### config.mk
export PLATFORM = sky130hd
export DESIGN_NAME = ffha_ctrl
export DESIGN_NICKNAME = d
export VERILOG_FILES = /design/src/hw/rtl/ffha_pkg.sv /design/src/hw/rtl/ffha_ctrl.sv
export SDC_FILE = /design/constraint.sdc
export NUM_CORES = 1
export LEC_CHECK = 0
export BUFFER_PORTS_ARGS = -buffer_cell sky130_fd_sc_hd__buf_4
export CORE_AREA = 2 2 39 41
export DETAILED_ROUTE_END_ITERATION = 12
export DIE_AREA = 0 0 41 43
export GPL_TIMING_DRIVEN = 0
export SLEW_MARGIN = 30
export SYNTH_ARGS = -nofsm -noshare
export SYNTH_HDL_FRONTEND = slang
export SYNTH_SLANG_ARGS = --single-unit
### constraint.sdc
create_clock -name clk -period 1.07 [get_ports clk]
set_input_delay 0.0535 -clock clk [delete_from_list [all_inputs] [get_ports clk]]
set_output_delay 0.0535 -clock clk [all_outputs]
set_load 0.05 [all_outputs]
### src/hw/rtl/ffha_pkg.sv
// ----------------------------------------------------------------------------
// ffha_pkg
// Shared types of the first-fit heap allocator: request and result words,
// status codes, controller states and the command and status groups that
// join the controller to the datapath.
// ----------------------------------------------------------------------------
package ffha_pkg;

  localparam int FieldW = 10;

  typedef enum logic [1:0] {
    ST_OK       = 2'd0,
    ST_NO_FIT   = 2'd1,
    ST_BAD_ADDR = 2'd2
  } status_t;

  typedef enum logic {
    REQ_ALLOC = 1'b0,
    REQ_FREE  = 1'b1
  } req_t;

  typedef struct packed {
    req_t              req_type;
    logic [FieldW-1:0] alloc_units;
    logic [FieldW-1:0] free_addr;
  } in_word_t;

  typedef struct packed {
    status_t           status;
    logic [FieldW-1:0] data_addr;
  } out_word_t;

  typedef enum logic [3:0] {
    S_CLR,
    S_IDLE,
    S_WALK,
    S_ASPL1,
    S_ASPL2,
    S_ASPL3,
    S_FHDR,
    S_FNXT,
    S_FPRV,
    S_FLNK,
    S_FLNK2
  } state_t;

  typedef enum logic [3:0] {
    OP_NONE,
    OP_WALK,
    OP_ASPL1,
    OP_ASPL2,
    OP_ASPL3,
    OP_FHDR,
    OP_FNXT,
    OP_FPRV,
    OP_FLNK,
    OP_FLNK2
  } op_t;

  typedef struct packed {
    logic    clr_step;
    logic    load;
    op_t     op;
    logic    resp;
    status_t resp_status;
  } cmd_t;

  typedef struct packed {
    logic clr_done;
    logic hdr_ok;
    logic fit;
    logic nxt_in;
    logic fhdr_ok;
  } sts_t;

endpackage

### src/hw/rtl/ffha_ctrl.sv
// ----------------------------------------------------------------------------
// ffha_ctrl
// Controller of the heap allocator: sequences the clearing pass, the
// first-fit walk and split of an allocate, and the merge steps of a free.
// ----------------------------------------------------------------------------
module ffha_ctrl (
  input  logic          clk,
  input  logic          rst_n,
  input  logic          start,
  input  logic          req_free,
  input  ffha_pkg::sts_t sts,
  output logic          busy,
  output ffha_pkg::cmd_t cmd
);
  import ffha_pkg::*;

  state_t state_r;
  state_t state_nxt;

  always_ff @(posedge clk) begin
    if (!rst_n) begin
      state_r <= S_CLR;
    end else begin
      state_r <= state_nxt;
    end
  end

  always_comb begin
    state_nxt       = state_r;
    busy            = 1'b1;
    cmd.clr_step    = 1'b0;
    cmd.load        = 1'b0;
    cmd.op          = OP_NONE;
    cmd.resp        = 1'b0;
    cmd.resp_status = ST_OK;
    case (state_r)
      S_CLR: begin
        cmd.clr_step = 1'b1;
        if (sts.clr_done) begin
          state_nxt = S_IDLE;
        end
      end
      S_IDLE: begin
        busy = 1'b0;
        if (start) begin
          cmd.load  = 1'b1;
          state_nxt = req_free ? S_FHDR : S_WALK;
        end
      end
      S_WALK: begin
        cmd.op = OP_WALK;
        if (!sts.hdr_ok) begin
          cmd.resp        = 1'b1;
          cmd.resp_status = ST_NO_FIT;
          state_nxt       = S_IDLE;
        end else if (sts.fit) begin
          state_nxt = S_ASPL1;
        end else if (!sts.nxt_in) begin
          cmd.resp        = 1'b1;
          cmd.resp_status = ST_NO_FIT;
          state_nxt       = S_IDLE;
        end
      end
      S_ASPL1: begin
        cmd.op    = OP_ASPL1;
        state_nxt = S_ASPL2;
      end
      S_ASPL2: begin
        cmd.op    = OP_ASPL2;
        state_nxt = S_ASPL3;
      end
      S_ASPL3: begin
        cmd.op    = OP_ASPL3;
        cmd.resp  = 1'b1;
        state_nxt = S_IDLE;
      end
      S_FHDR: begin
        cmd.op = OP_FHDR;
        if (!sts.fhdr_ok) begin
          cmd.resp        = 1'b1;
          cmd.resp_status = ST_BAD_ADDR;
          state_nxt       = S_IDLE;
        end else begin
          state_nxt = S_FNXT;
        end
      end
      S_FNXT: begin
        cmd.op    = OP_FNXT;
        state_nxt = S_FPRV;
      end
      S_FPRV: begin
        cmd.op    = OP_FPRV;
        state_nxt = S_FLNK;
      end
      S_FLNK: begin
        cmd.op    = OP_FLNK;
        state_nxt = S_FLNK2;
      end
      S_FLNK2: begin
        cmd.op    = OP_FLNK2;
        cmd.resp  = 1'b1;
        state_nxt = S_IDLE;
      end
      default: begin
        state_nxt = S_IDLE;
      end
    endcase
  end

  a_single_strobe: assert property (@(posedge clk) disable iff (!rst_n)
    cmd.resp |=> !cmd.resp)
    else $error("two responses in a row");

  a_accept_busy: assert property (@(posedge clk) disable iff (!rst_n)
    (state_r == S_IDLE && start) |=> busy)
    else $error("accepted word did not make the block busy");

  a_clr_quiet: assert property (@(posedge clk) disable iff (!rst_n)
    (state_r == S_CLR) |-> (!cmd.resp && !cmd.load))
    else $error("activity during clearing pass");

endmodule

* Word level (Yosys, flattened, before mapping)
Index checks and enable logic that the tools add are counted.
Storage, ports and cells: input port bits 9, output and inout bits 10, logic and storage cells 36, register bits after elaboration 4
Operators by class: muxes and demuxes 19, equal/unequal tests 13, reduce and logical (&&, ||, !) cells 3
Operator list (count):
- $pmux W4 S9 | 2
- $mux W4 | 5
- $mux W3 | 6
- $eq A4 B3 Y1 const B | 4
- $eq A4 B4 Y1 const B | 3
- $eq A4 B2 Y1 const B | 2
- $eq A4 B1 Y1 const B | 1
- $logic_not A4 Y1 | 1
- $mux W1 | 4
- $ne A2 B2 Y1 const B | 2
- $ne A4 B4 Y1 const B | 1
- $pmux W2 S2 | 1
- $pmux W1 S3 | 1
- $reduce_and A3 Y1 | 1
- $reduce_or A2 Y1 | 1

* Logic depth before layout (Yosys ltp)
depth after elaboration 4, depth in mapped cells 5, mapped depth without buffers 4

* Worst setup path before layout
OpenSTA, ideal clock, no wires.
path type flip-flop to output port, start register state_r[1], end output port cmd[1] (netlist bit), setup slack -1.045 ns, arrival time 2.061 ns, cell stages (with the launch flop) 4, data required time 1.016 ns, path through dfxtp_1 > buf_4 > nand2_1 > nor4_1
RTL lines:
- from (decl) | RTL line ffha_ctrl.sv:17 | state_t state_r;
- from (signal assigned) | RTL line ffha_ctrl.sv:24 | state_r <= state_nxt;
- to (decl) | RTL line ffha_ctrl.sv:13 | output ffha_pkg::cmd_t cmd

==> impl_metrics.csv <==
group,metric,value,unit
status,status,"finished, violations left",
status,failed_checks,"setup timing",
finish,fin_area,981,sq um
timing,period_share,135,%
finish,largest_register_ffs,4,
finish,reg_top3,"state_r: 4 flops",
finish,syn2layout_area_growth,156,%
timing,finalMaxSlewViolations,0,
min_path,hold_path.class,"input port to flip-flop",
detailed_routing,firstDrtPassIters,3,
placement,port_buffers,18,
yosys,synth_nets,62,
pwr,power,1010,uW
yosys,synth_edf_count,0,
floorplan,coreArea,1380,sq um
cts,cts_buffers,3,
yosys,yosysSeqAreaShare,20.9,%
detailed_routing,drtAntennaViolNets,0,
pwr,power.leakage,0.000417,uW
setup_path,critPathLaunchType,"flip-flop",
detailed_routing,routed_via_density,5.02,
detailed_routing,drc_errors,0,
yosys,async_flop_share,0,%
cts,cts_tree,"done",
pwr,seq_power_share,18.4,%
pwr,intPower,585,uW
cts,cts_root_buf,"clkbuf_4",
floorplan,die_area,1760,sq um
timing,hold_viol_final,0,
setup_path,critical_path_class,"flip-flop to output pin",
placement,place_congestion,0.707,
detailed_routing,wl_met3,44,um
timing,finalWorstSetupSlack,-379,ps
yosys,yosysMostFrequentCell,"nor2_1",
floorplan,initial_utilization,27.7,%
global_routing,grt_antenna_before_repair,0,
setup_path,worst_setup_path_end_kind,"output pin",
cts,clk_pin_slew,40,ps
timing,min_period,1450,ps
yosys,post_synth.cell_area_avg,7.22,sq um
setup_path,cp.required,1020,ps
timing,clock_skew,5.42,ps
setup_path,critPathArrivalTime,1400,ps
yosys,yosys_warnings,0,
pwr,pwr-share-clk,19.9,%
cts,clockBufferDepth,2,
detailed_routing,wl_met1,588,um
timing,maxSlewHeadroom,78.2,%
pwr,max-vdd-ir-drop,0.716,mV
yosys,synth.area.top_cells,"dfxtp_1 21%, mux2i_1 7.8%, nor2_1 6.9%, nand2_1 5.9%, a211oi_1 3.9%",
global_routing,grt_first_pass_wirelength,2.18,mm
timing,tightest_slew,323,ps
finish,drive_gt1_share,75.0,%
global_routing,grt_pass1_vias,493,
detailed_routing,drt-total-wl,1.39,mm
run,maxCapViolCount,0,
finish,diodes,0,
placement,post_dp_cell_area,692,sq um
detailed_routing,route.met2.wl,738,um
floorplan,pin_count,19,
pwr,power_switching,421,uW
setup_path,cp_max_fo,3,
timing,rsz0062_at_grt,"true",
placement,hpwl,892,um
cts,htreeDepth,1,
placement,dp_slack,-265,ps
cts,clock_sinks,4,
pwr,p_per_area,1030,nW/um^2
yosys,yosys_register_bits,4,
yosys,yosysUniqueCellTypes,30,
timing,setup_violations,14,
yosys,synth_common_cells,"7 x nor2_1, 6 x nand2_1, 4 x dfxtp_1, 3 x mux2i_1",
yosys,syn_area,383,sq um
detailed_routing,vias,542,
placement,numPlacedInstances,87,
floorplan,die_y,43,um
yosys,synth_top_area_share,20.9,%
cts,clock_latency,230,ps
pwr,combPwrFrac,61.8,%
detailed_routing,drtIter0Drc,10,
floorplan,row_count,14,
yosys,syn_inst,53,
floorplan,die_x,41,um
detailed_routing,top_layer_used,"met4",
yosys,synth_flop_cell,"dfxtp_1",
cts,holdBufCountCts,0,
timing,max_freq,690,MHz
finish,final_cells,108,
pwr,power.share.switching,41.8,%
finish,largest_register,"state_r",
finish,nets,102,
detailed_routing,post_drt_wl_per_cell,12.9,um
global_routing,grt-ovfl-total,0,
yosys,synth_top_area_cell,"dfxtp_1",
global_routing,grt_util_all_layers,18.1,%
global_routing,grt_max_degree,11,
cells by family after synthesis:
kind of cell / synth area share [%]
AND/OR/NAND/NOR: 35.6
multiplexers: 7.84
flip-flops: 20.9
buffers and inverters: 8.50
AO/OA/AOI/OAI: 27.1
placed cells by master, fill, tap and decap left out, types with 3 or more instances in the layout:
cell type   n
buf_6      11
buf_4      22
buf_8       4
nor2_1      3
dfxtp_4     4
clkbuf_4    3
timing repair:
| item | 4_1_cts | 5_1_grt |
|---|---|---|
| pin swaps | 6 | 9 |
| gates resized for setup | 24 | 13 |
| hold endpoints to repair | 0 | 0 |
| cloned | 0 | 0 |
| endpoints found under the setup margin | 14 | 14 |
| buffers inserted | 9 | 9 |
path summary, 6_finish.rpt:
| path | start | end | slack (ps) | cells past startpoint |
|---|---|---|---|---|
| hold reg to reg | state_r[0] | state_r[0] | 740 | 2 |
| hold / removal | rst_n | state_r[1] | 70 | 2 |
| setup / recovery | state_r[2] | cmd[5] | -380 | 5 |
| setup reg to reg | state_r[2] | state_r[0] | -250 | 4 |
metal layers:
layer / GRT usage (%) / up-vias
met1: 25.5 / 249
met4: 8.00 / 0
li1: - / 274
met3: 3.14 / 2
met5: 0 / -
met2: 25.9 / 17
critical path, cell delays in order, from the launching register on:
cell	delay, ps
dfxtp_4	340
buf_8	110
or2b_4	250
buf_4	160
mux2i_4	130
buf_6	170
power by group through the flow:
stage | combinational [uW] | sequential, uW | clock (uW)
finish | 621 | 185 | 200
global route | 660 | 186 | 224
CTS | 573 | 187 | 210
detailed placement | 478 | 187 | 0
global placement | 476 | 187 | 0
floorplan | 371 | 180 | 0
area by class of cell:
type / instances / area [sq um]
buffer: 4 / 61.3
clock buffer: 4 / 26.3
fill: 112 / 403
inverter: 1 / 7.51
multi-input combinational: 44 / 443
sequential: 4 / 95.1
tap: 16 / 20.0
timing repair buffer: 35 / 328
through the flow:
stage / hold slack, ps / TNS [ps] / utilization (%)
after floorplan: 163 / -792 / -
final: 66.3 / -3450 / 70.9
after global routing: 66.4 / -4200 / 70.9
after CTS: 38.1 / -3700 / 63.0
after detailed placement: 280 / -1260 / 50.0
after global placement: 288 / -1190 / 50.0
No activity file was read; power rests on OpenSTA's default activity.
